==> src/rtl/triangle_face_normal_core_assert.svh <==
// Assertion macros for the triangle face normal core.
// Used by the top level; expects a clk and rst in scope.
`ifndef TRIANGLE_FACE_NORMAL_CORE_ASSERT_SVH
`define TRIANGLE_FACE_NORMAL_CORE_ASSERT_SVH

// Same-cycle implication, checked outside reset.
`define TFN_ASSERT_NOW(lbl, ante, cons) \
  lbl: assert property (@(posedge clk) disable iff (rst) (ante) |-> (cons)) \
    else $error("tfn check failed");

// Next-cycle implication, checked outside reset.
`define TFN_ASSERT_NEXT(lbl, ante, cons) \
  lbl: assert property (@(posedge clk) disable iff (rst) (ante) |=> (cons)) \
    else $error("tfn check failed");

`endif

==> src/rtl/tfn_pkg.sv <==
// Shared types, constants and helper functions for the triangle face normal core.
// No dependencies.
package tfn_pkg;

  localparam int SLOT_W  = 10;
  localparam int FIELD_W = 16;
  localparam int NORM_W  = 16;
  localparam int MUL_W   = 25;
  localparam int PROD_W  = 2 * MUL_W;
  localparam int CROSS_W = 35;
  localparam int MAG_W   = 34;
  localparam int A_W     = 24;
  localparam int SUM_W   = 50;
  localparam int ROOT_W  = 25;
  localparam int Q_W     = 15;
  localparam int NUM_W   = 40;
  localparam int CNT_W   = 5;

  localparam logic [CNT_W-1:0] READ_LAST   = 5'd2;
  localparam logic [CNT_W-1:0] CROSS_LAST  = 5'd6;
  localparam logic [CNT_W-1:0] SQUARE_LAST = 5'd3;
  localparam logic [CNT_W-1:0] SQRT_LAST   = 5'd24;
  localparam logic [CNT_W-1:0] DIV_LAST    = 5'd14;
  localparam logic [1:0]       AXIS_LAST   = 2'd2;

  typedef enum logic [3:0] {
    S_IDLE, S_READ, S_EDGE, S_CROSS, S_ABS, S_NORM,
    S_SQUARE, S_SQRT, S_DIV_INIT, S_DIV_STEP, S_DONE
  } state_t;

  typedef enum logic [3:0] {
    OP_NONE, OP_READ, OP_EDGE, OP_CROSS, OP_ABS, OP_NORM,
    OP_SQUARE, OP_SQRT, OP_DIV_INIT, OP_DIV_STEP
  } dp_op_t;

  typedef struct packed {
    logic             wr;
    logic             take;
    dp_op_t           op;
    logic [CNT_W-1:0] cnt;
    logic [1:0]       k;
    logic             load_out;
  } cmd_t;

  typedef struct packed {
    logic zero;
    logic big;
    logic small_mag;
  } status_t;

  typedef struct packed {
    logic              mode;
    logic [SLOT_W-1:0] vertex_slot;
    logic [FIELD_W-1:0] pos_x;
    logic [FIELD_W-1:0] pos_y;
    logic [FIELD_W-1:0] pos_z;
    logic [SLOT_W-1:0] first_corner;
    logic [SLOT_W-1:0] second_corner;
    logic [SLOT_W-1:0] third_corner;
    logic              last_triangle;
  } req_t;

  // Operand axes of the six cross-product terms, in issue order.
  function automatic logic [1:0] cross_sel_a(input logic [2:0] s);
    case (s)
      3'd0:    cross_sel_a = 2'd1;
      3'd1:    cross_sel_a = 2'd2;
      3'd2:    cross_sel_a = 2'd2;
      3'd3:    cross_sel_a = 2'd0;
      3'd4:    cross_sel_a = 2'd0;
      default: cross_sel_a = 2'd1;
    endcase
  endfunction

  function automatic logic [1:0] cross_sel_b(input logic [2:0] s);
    case (s)
      3'd0:    cross_sel_b = 2'd2;
      3'd1:    cross_sel_b = 2'd1;
      3'd2:    cross_sel_b = 2'd0;
      3'd3:    cross_sel_b = 2'd2;
      3'd4:    cross_sel_b = 2'd1;
      default: cross_sel_b = 2'd0;
    endcase
  endfunction

endpackage

==> src/rtl/tfn_ctrl.sv <==
// Controller: sequences store reads, cross product, normalize, root and divides.
// Drives tfn_datapath through cmd_t; depends on tfn_pkg.
module tfn_ctrl import tfn_pkg::*; (
  input  logic    clk,
  input  logic    rst,
  input  logic    in_valid,
  input  logic    in_mode,
  output logic    in_ready,
  output logic    out_valid,
  input  logic    out_ready,
  input  status_t status,
  output cmd_t    cmd
);

  state_t           state, state_next;
  logic [CNT_W-1:0] cnt, cnt_next;
  logic [1:0]       k, k_next;

  always_ff @(posedge clk) begin
    if (rst) begin
      state     <= S_IDLE;
      cnt       <= '0;
      k         <= '0;
      out_valid <= 1'b0;
    end else begin
      state <= state_next;
      cnt   <= cnt_next;
      k     <= k_next;
      if (cmd.load_out)   out_valid <= 1'b1;
      else if (out_ready) out_valid <= 1'b0;
    end
  end

  always_comb begin
    state_next   = state;
    cnt_next     = cnt;
    k_next       = k;
    in_ready     = 1'b0;
    cmd.wr       = 1'b0;
    cmd.take     = 1'b0;
    cmd.op       = OP_NONE;
    cmd.cnt      = cnt;
    cmd.k        = k;
    cmd.load_out = 1'b0;
    case (state)
      S_IDLE: begin
        in_ready = 1'b1;
        if (in_valid) begin
          if (in_mode) begin
            cmd.take   = 1'b1;
            cnt_next   = '0;
            state_next = S_READ;
          end else begin
            cmd.wr = 1'b1;
          end
        end
      end
      S_READ: begin
        cmd.op = OP_READ;
        if (cnt == READ_LAST) begin
          cnt_next   = '0;
          state_next = S_EDGE;
        end else begin
          cnt_next = cnt + 1'b1;
        end
      end
      S_EDGE: begin
        cmd.op     = OP_EDGE;
        cnt_next   = '0;
        state_next = S_CROSS;
      end
      S_CROSS: begin
        cmd.op = OP_CROSS;
        if (cnt == CROSS_LAST) begin
          cnt_next   = '0;
          state_next = S_ABS;
        end else begin
          cnt_next = cnt + 1'b1;
        end
      end
      S_ABS: begin
        cmd.op     = OP_ABS;
        state_next = S_NORM;
      end
      S_NORM: begin
        cmd.op = OP_NORM;
        if (status.zero) begin
          state_next = S_DONE;
        end else if (!status.big && !status.small_mag) begin
          cnt_next   = '0;
          state_next = S_SQUARE;
        end
      end
      S_SQUARE: begin
        cmd.op = OP_SQUARE;
        if (cnt == SQUARE_LAST) begin
          cnt_next   = '0;
          state_next = S_SQRT;
        end else begin
          cnt_next = cnt + 1'b1;
        end
      end
      S_SQRT: begin
        cmd.op = OP_SQRT;
        if (cnt == SQRT_LAST) begin
          k_next     = '0;
          state_next = S_DIV_INIT;
        end else begin
          cnt_next = cnt + 1'b1;
        end
      end
      S_DIV_INIT: begin
        cmd.op     = OP_DIV_INIT;
        cnt_next   = '0;
        state_next = S_DIV_STEP;
      end
      S_DIV_STEP: begin
        cmd.op = OP_DIV_STEP;
        if (cnt == DIV_LAST) begin
          if (k == AXIS_LAST) begin
            state_next = S_DONE;
          end else begin
            k_next     = k + 1'b1;
            state_next = S_DIV_INIT;
          end
        end else begin
          cnt_next = cnt + 1'b1;
        end
      end
      S_DONE: begin
        // Hold until the output register is free.
        if (!out_valid || out_ready) begin
          cmd.load_out = 1'b1;
          state_next   = S_IDLE;
        end
      end
      default: state_next = S_IDLE;
    endcase
  end

endmodule

==> config.mk <==
export PLATFORM = sky130hd
export DESIGN_NAME = tfn_ctrl
export DESIGN_NICKNAME = d
export VERILOG_FILES = /design/src/rtl/triangle_face_normal_core_assert.svh /design/src/rtl/tfn_pkg.sv /design/src/rtl/tfn_ctrl.sv
export SDC_FILE = /design/constraint.sdc
export NUM_CORES = 1
export LEC_CHECK = 0
export ABC_AREA = 1
export BUFFER_PORTS_ARGS = -buffer_cell sky130_fd_sc_hd__buf_2
export CAP_MARGIN = 20
export CORE_ASPECT_RATIO = 0.7
export CORE_MARGIN = 4
export CORE_UTILIZATION = 50
export DETAILED_ROUTE_END_ITERATION = 8
export PLACE_DENSITY = 0.74
export SYNTH_ARGS = -nofsm -noshare
export SYNTH_HDL_FRONTEND = slang
export SYNTH_SLANG_ARGS = --single-unit
==> constraint.sdc <==
create_clock -name clk -period 2.45 [get_ports clk]
set_input_delay 0.735 -clock clk [delete_from_list [all_inputs] [get_ports clk]]
set_output_delay 0.735 -clock clk [all_outputs]
set_load 0.02 [all_outputs]
# After elaboration in Yosys (flattened, before gate mapping)

Index checks and enable logic that the tools add are counted.

Eq/ne operators: 30
Reductions and logical operators: 13
Add/subtract/negate cells: 2
Muxes and demuxes: 36

Operators by type and width:

| kind                  | count |
|---|---|
| $mux W5               | 9 |
| $pmux W4 S11          | 1 |
| $mux W4               | 10 |
| $pmux W5 S8           | 1 |
| $pmux W4 S9           | 1 |
| $ne A2 B2 Y1 const B  | 13 |
| $eq A4 B3 Y1 const B  | 4 |
| $eq A4 B4 Y1 const B  | 3 |
| $mux W2               | 6 |
| $eq A5 B2 Y1 const B  | 2 |
| $reduce_and A9 Y1     | 1 |
| $eq A4 B2 Y1 const B  | 2 |
| $reduce_bool A8 Y1    | 1 |
| $mux W1               | 7 |
| $reduce_and A7 Y1     | 1 |
| $add A5 B1 Y5 const B | 1 |
| $eq A5 B3 Y1 const B  | 1 |
| $eq A5 B4 Y1 const B  | 1 |
| $eq A5 B5 Y1 const B  | 1 |
| $eq A4 B1 Y1 const B  | 1 |
| $logic_not A4 Y1      | 1 |
| $pmux W2 S2           | 1 |
| $reduce_and A4 Y1     | 1 |
| $reduce_bool A2 Y1    | 2 |
| other kinds (7)       | 9 |

Input port bits: 8
Word-level logic and storage cells: 85
Output and inout port bits: 16
Register bits after elaboration: 12

# Depth between registers and ports, before layout

Gate-level depths: netlist of run 1.

Depth after elaboration: 5
Depth in mapped cells: 11
Gate-level depth less buffers: 10

# Worst setup path after synthesis of run 1

No wires, ideal clock.

Kind: register to output
Start point: reg state[3]
End point: out cmd[13] in the netlist's numbering
Path slack: 0.281 ns
Data required time: 1.715 ns
Path buffers: 1
Data arrival time: 1.434 ns
Stages on the path, launching flop included: 7
Cell sequence: dfxtp_1 buf_6 inv_2 nand2_1 nor2_2 inv_1 nor3_1

RTL lines:

| element                | RTL line       | source |
|---|---|---|
| from (decl)            | tfn_ctrl.sv:15 | `state_t state, state_next;` |
| from (signal assigned) | tfn_ctrl.sv:26 | `state <= state_next;` |
| to (decl)              | tfn_ctrl.sv:12 | `output cmd_t cmd` |

==> metrics.csv, run 1 <==
metric,value,unit
met3_length,341,µm
viasPerCell,5.46,
clk_path_buf_depth,2,
hold_buffers,0,
drive_above_1_share,17.4,%
grt_pass1_vias,1091,
post-place-cells,248,
dr.pass1.iters,5,
drv_cap,0,
wirelength,3.09,mm
syn_to_final_growth,13.4,%
n_antenna_cell,0,
grt_pass1_wl,4.96,mm
io_pins,24,
placed_area,1250,µm²
seq_area,240,µm²
hold_ws,0.499,ns
finalCriticalPeriod,2.23,ns
switching_power,767,µW
io_buffers,23,
synth_edf_count,0,
swShare,55.8,%
fin_area,1270,µm²
die_w,64.5,µm
skew,0.0101,ns
cts_tree,built,
wl_met1,1.48,mm
p_int,608,µW
pwr-share-clk,8.7,%
r2r_setup_slack,0.70,ns
topRoutingLayerUsed,met4,
num_rows,14,
yosys.area.top_type,dfxtp_1,
endpoint_kind,output pin,
pwr-share-seq,25.1,%
instances_no_fill,251,
gp_congestion,1.01,
worst_path_dominant_cell_family,simple AND/OR/NAND/NOR gates,
leakage,0.661,nW
cp_common_cell,inv_1,
clock-root-buffer,clkbuf_4,
path_cells,"nor2_1, inv_1, nor2_2, inv_1, nor3_1, buf_2",
syn_avg_cell_area,5.71,µm²
clk_pin_slew_worst_paths,0.08,ns
netlist_top_cells_area,"dfxtp_1 21%, nand2_1 16%, nor2_1 12%, nand3_1 11%, inv_1 7.4%",
critical_path_class,reg -> out,
yosysMostFrequentCell,nand2_1,
ys.flop_type,dfxtp_1,
clkLatencyLatePin,0.27,ns
syn_nets,208,
critical_path.startpoint_type,register,
synthArstFlopShare,0,%
cp_max_fo,7,
route.vias.total,1370,
clock_sinks,12,
ys_ff_latch,12,
fillers,232,
ys_warn_count,0,
synth_top_cells_by_count,"49 x nand2_1, 35 x nor2_1, 24 x nand3_1",
multi_input_area,761,µm²
wl_met2,1.22,mm
tightestPinTransition,0.386,ns
setup_tns,0,ns
netlist_area,1120,µm²
post_cts_buffers,0,
cts_max_level,1,
synth-seq-area-share,21.5,%
antenna_left,0,
powerDensity,1080,nW/µm²
grtUsageTotal,21.0,%
status,completed,
overflow,0,
crit_slowest_cell,dfxtp_1,
core-area,2140,µm²
min_period_over_period,90.9,%
final-hold-violation-count,0,
cts.repair.resized,0,
synth_cell_types,21,
antenna_found_initial,0,
path_buf_inv,3,
comb_power_share,66.2,%
die-area,3070,µm²
critical-path-max-stage-delay,0.38,ns
synth_top_area_share,21.5,%
fmax,449,MHz
first_iter_violations,123,
slew_viol_final,0,
min_path_type,reg -> reg,
setup_viol,0,
place_hpwl,2.52,mm
relSlewSlack,74.2,%
cp_data_arrival_time,1.49,ns
netlist_instances,196,
drt-wirelength-per-cell,12.3,µm
required,1.71,ns
grt_max_degree,13,
ir_drop,0.000532,V
drcViolationCount,0,
nets,233,
die_y,47.6,µm
cts_buffers,3,
grt_setup_unrepaired,no,
start_util,52.3,%
power by group through the flow:
stage               Sequential, mW  Clock [mW]  Combinational, mW
detailed placement           0.347           0              0.901
global route                 0.359       0.130               1.01
CTS                          0.342       0.124              0.905
floorplan                    0.337           0              0.694
finish                       0.345       0.119              0.910
global placement             0.344           0              0.893
state kept, by name, summed over array words and instances, names as in the netlist:
| name | flops |
|---|---|
| k | 2 |
| state | 4 |
| cnt | 5 |
| out_valid | 1 |
routing by layer:
layer	up-vias	global-route usage, %
met1	603	30.4
met4	0	5.46
li1	687	-
met5	-	0
met3	8	5.16
met2	72	31.4
cells by family (layout without fill, tap and decap cells):
family | count (synthesis) | count (layout) | share of synthesized area, %
flops | 12 | 12 | 21.5
simple gates | 130 | 130 | 51.5
fa+ha+maj | 4 | 4 | 4.47
compound gates | 22 | 22 | 11.3
xor+xnor | 1 | 1 | 0.783
buf+inv | 27 | 50 | 10.5
worst reg2reg max path, stage by stage, from the launching register on:
cell      delay (ns)
dfxtp_1         0.35
inv_1           0.19
ha_1            0.26
nand4_1         0.29
a21boi_4        0.34
nand2_1         0.08
o21ai_1         0.11
inv_1           0.04
through the flow:
step	worst slack, ns	total power, mW	utilization, %
2_1_floorplan	0.281	1.03	-
4_1_cts	0.200	1.37	59.4
6_report	0.223	1.37	59.4
5_1_grt	0.0427	1.50	59.4
3_3_place_gp	0.489	1.24	58.3
3_5_place_dp	0.377	1.25	58.3
final timing paths:
| path | startpoint | to | cells after the start |
|---|---|---|---|
| hold / removal | k[0] | k[0] | 2 |
| setup reg to reg | cnt[0] | state[0] | 7 |
| setup / recovery | state[1] | cmd[13] | 6 |
| hold reg to reg | k[0] | k[0] | 2 |
cell usage in the layout, fill, tap and decap left out:
| master | Yosys | final |
|---|---|---|
| a21boi_4 | 1 | 1 |
| o31ai_1 | 1 | 1 |
| o21ai_0 | 10 | 10 |
| inv_2 | 2 | 2 |
| nor3_1 | 3 | 3 |
| nor2_4 | 1 | 1 |
| clkbuf_4 | 0 | 3 |
| xor2_1 | 1 | 1 |
| nor2_2 | 6 | 6 |
| nand2_1 | 49 | 49 |
| nor3b_1 | 1 | 1 |
| buf_2 | 1 | 23 |
| nand2_2 | 2 | 2 |
| inv_1 | 22 | 22 |
| nor2_1 | 35 | 35 |
| o21ai_1 | 2 | 2 |
| ha_1 | 4 | 4 |
| a21oi_1 | 8 | 8 |
| dfxtp_1 | 12 | 12 |
| nand4_1 | 9 | 9 |
| nand3_1 | 24 | 24 |
cell type report:
type,count,share of cell area [%]
multi-input cells,157,60.0
flip-flops and latches,12,18.9
repair buffers,23,9.07
inverters,24,7.10
well taps,32,3.16
clock buffers,3,1.78
No activity file was read; power rests on OpenSTA's default activity.
==> inputs of run 2 (changes only) <==
--- a/config.mk
+++ b/config.mk
@@ -7,12 +7,13 @@
 export LEC_CHECK = 0
 export ABC_AREA = 1
 export BUFFER_PORTS_ARGS = -buffer_cell sky130_fd_sc_hd__buf_2
-export CAP_MARGIN = 20
+export CAP_MARGIN = 0
 export CORE_ASPECT_RATIO = 0.7
 export CORE_MARGIN = 4
 export CORE_UTILIZATION = 50
 export DETAILED_ROUTE_END_ITERATION = 8
 export PLACE_DENSITY = 0.74
+export REMOVE_ABC_BUFFERS = 1
 export SYNTH_ARGS = -nofsm -noshare
 export SYNTH_HDL_FRONTEND = slang
 export SYNTH_SLANG_ARGS = --single-unit
==> metrics.csv, run 2 (synthesis gave the netlist of run 1 again) <==
metric,value,unit,change
critical_path_class,reg -> out,,
min_period_over_period,92.0,%,+1.0 points
cp_max_fo,7,,unchanged
ir_drop,0.000528,V,-0.76%
cp.depth,6,,unchanged
path_cells,"nor2_1, inv_1, nor2_2, inv_1, nor3_1, buf_2",,
powerDensity,1070,nW/µm²,-0.81%
min_path_type,reg -> reg,,
antenna_left,0,,unchanged
required,1.71,ns,about the same
grtUsageTotal,19.2,%,-1.8 points
viasPerCell,5.25,,-3.7%
largest_reg_flops,5,,unchanged
path_buf_inv,3,,unchanged
critical-path-max-stage-delay,0.37,ns,about the same
clock_sinks,12,,unchanged
finalCriticalPeriod,2.25,ns,+0.0254 ns
setup_slack,0.197,ns,-0.0254 ns
crit_slowest_cell,dfxtp_1,,
grt_pass1_wl,4.63,mm,-6.7%
clock-root-buffer,clkbuf_4,,
placed_area,1250,µm²,unchanged
syn_to_final_growth,13.4,%,unchanged
cts_buffers,3,,unchanged
io_pins,24,,unchanged
top_register,cnt,,
die_w,64.5,µm,unchanged
die_y,47.6,µm,unchanged
p_int,606,µW,-0.28%
overflow,0,,unchanged
first_iter_violations,104,,-15%
num_rows,14,,unchanged
gp_congestion,0.906,,-11%
die-area,3070,µm²,unchanged
drive_above_1_share,17.4,%,unchanged
final_cell_mix,"49 x nand2_1, 35 x nor2_1, 24 x nand3_1",,
swShare,55.6,%,-0.23 points
wirelength,2.94,mm,-4.9%
worst_path_dominant_cell_family,simple AND/OR/NAND/NOR gates,,
drt-wirelength-per-cell,11.7,µm,-4.9%
antenna_found_initial,0,,unchanged
relSlewSlack,73.5,%,-0.73 points
grt_setup_unrepaired,no,,
leakage,0.661,nW,unchanged
pwr-share-clk,8.8,%,about the same
reg_top3,"cnt: 5 flops, state: 4 flops, k: 2 flops",,
critical_path.startpoint_type,register,,
post_cts_buffers,0,,unchanged
io_buffers,23,,unchanged
cp_common_cell,inv_1,,
status,completed,,
nets,233,,unchanged
drv_cap,0,,unchanged
n_antenna_cell,0,,unchanged
cp_data_arrival_time,1.52,ns,+0.03 ns
setup_tns,0,ns,unchanged
cts.repair.resized,0,,unchanged
pre_cts_ws,0.442,ns,+0.0651 ns
clkLatencyLatePin,0.27,ns,about the same
grt_pass1_vias,1061,,-2.7%
grt_max_degree,13,,unchanged
start_util,52.3,%,unchanged
drcViolationCount,0,,unchanged
total_power,1.36,mW,-0.81%
fin_area,1270,µm²,unchanged
slew_viol_final,0,,unchanged
final-hold-violation-count,0,,unchanged
clk_pin_slew_worst_paths,0.07,ns,about the same
reg2reg_depth,7,,unchanged
endpoint_kind,output pin,,
switching_power,758,µW,-1.2%
place_hpwl,2.37,mm,-5.8%
hold_buffers,0,,unchanged
core-area,2140,µm²,unchanged
skew,0.00192,ns,-0.00818 ns
dr.pass1.iters,5,,unchanged
route.vias.total,1319,,-3.7%
comb_power_share,66.0,%,-0.2 points
layout_commonest_cell,nand2_1,,
pwr-share-seq,25.2,%,about the same
fmax,444,MHz,-1.1%
setup_viol,0,,unchanged
whs_path_depth,2,,unchanged
clk_path_buf_depth,2,,unchanged
cts_max_level,1,,unchanged
tightestPinTransition,0.397,ns,+0.0109 ns
cts_tree,built,,
==> run 2: worst register-to-register path: cells and delay by family (launching register included) <==
family / cells / cell delay, ns
buf+inv: 2 / 0.22
compound gates: 2 / 0.44
simple gates: 2 / 0.38
fa+ha+maj: 1 / 0.24
flops: 1 / 0.36
==> run 2: power by group through the flow <==
| stage | Combinational (mW) | Clock [mW] | Sequential, mW |
|---|---|---|---|
| 2_1_floorplan | 0.656 | 0 | 0.359 |
| 3_3_place_gp | 0.888 | 0 | 0.343 |
| 3_5_place_dp | 0.890 | 0 | 0.345 |
| 4_1_cts | 0.894 | 0.120 | 0.340 |
| 5_1_grt | 1.01 | 0.127 | 0.356 |
| 6_report | 0.900 | 0.120 | 0.344 |
==> run 2: metrics by stage <==
stage,cells,hold WS (ns),util [%]
after global routing,251,0.545,59.4
after global placement,248,0.489,58.3
final,251,0.495,59.4
after floorplan,193,0.526,-
after CTS,251,0.499,59.4
after detailed placement,248,0.486,58.3
==> run 2: routing by layer <==
metal	vias to the layer above	track usage, %	part of all wire, %
met3	0	3.76	6.9
li1	686	-	-
met1	593	28.2	53
met5	-	0	0
met4	0	6.72	0
met2	40	28.3	40
==> run 2: layout make-up <==
type	instances	area (µm²)
timing repair buffer	23	115
sequential	12	240
inverter	24	90.1
tap	32	40.0
fill	232	868
clock buffer	3	22.5
multi-input combinational	157	761
==> run 2: final timing paths <==
kind         startpoint       end  slack (ns)
max            state[0]   cmd[13]        0.20
min                k[0]      k[0]        0.50
min reg2reg        k[0]      k[0]        0.50
max reg2reg      cnt[0]  state[0]        0.72
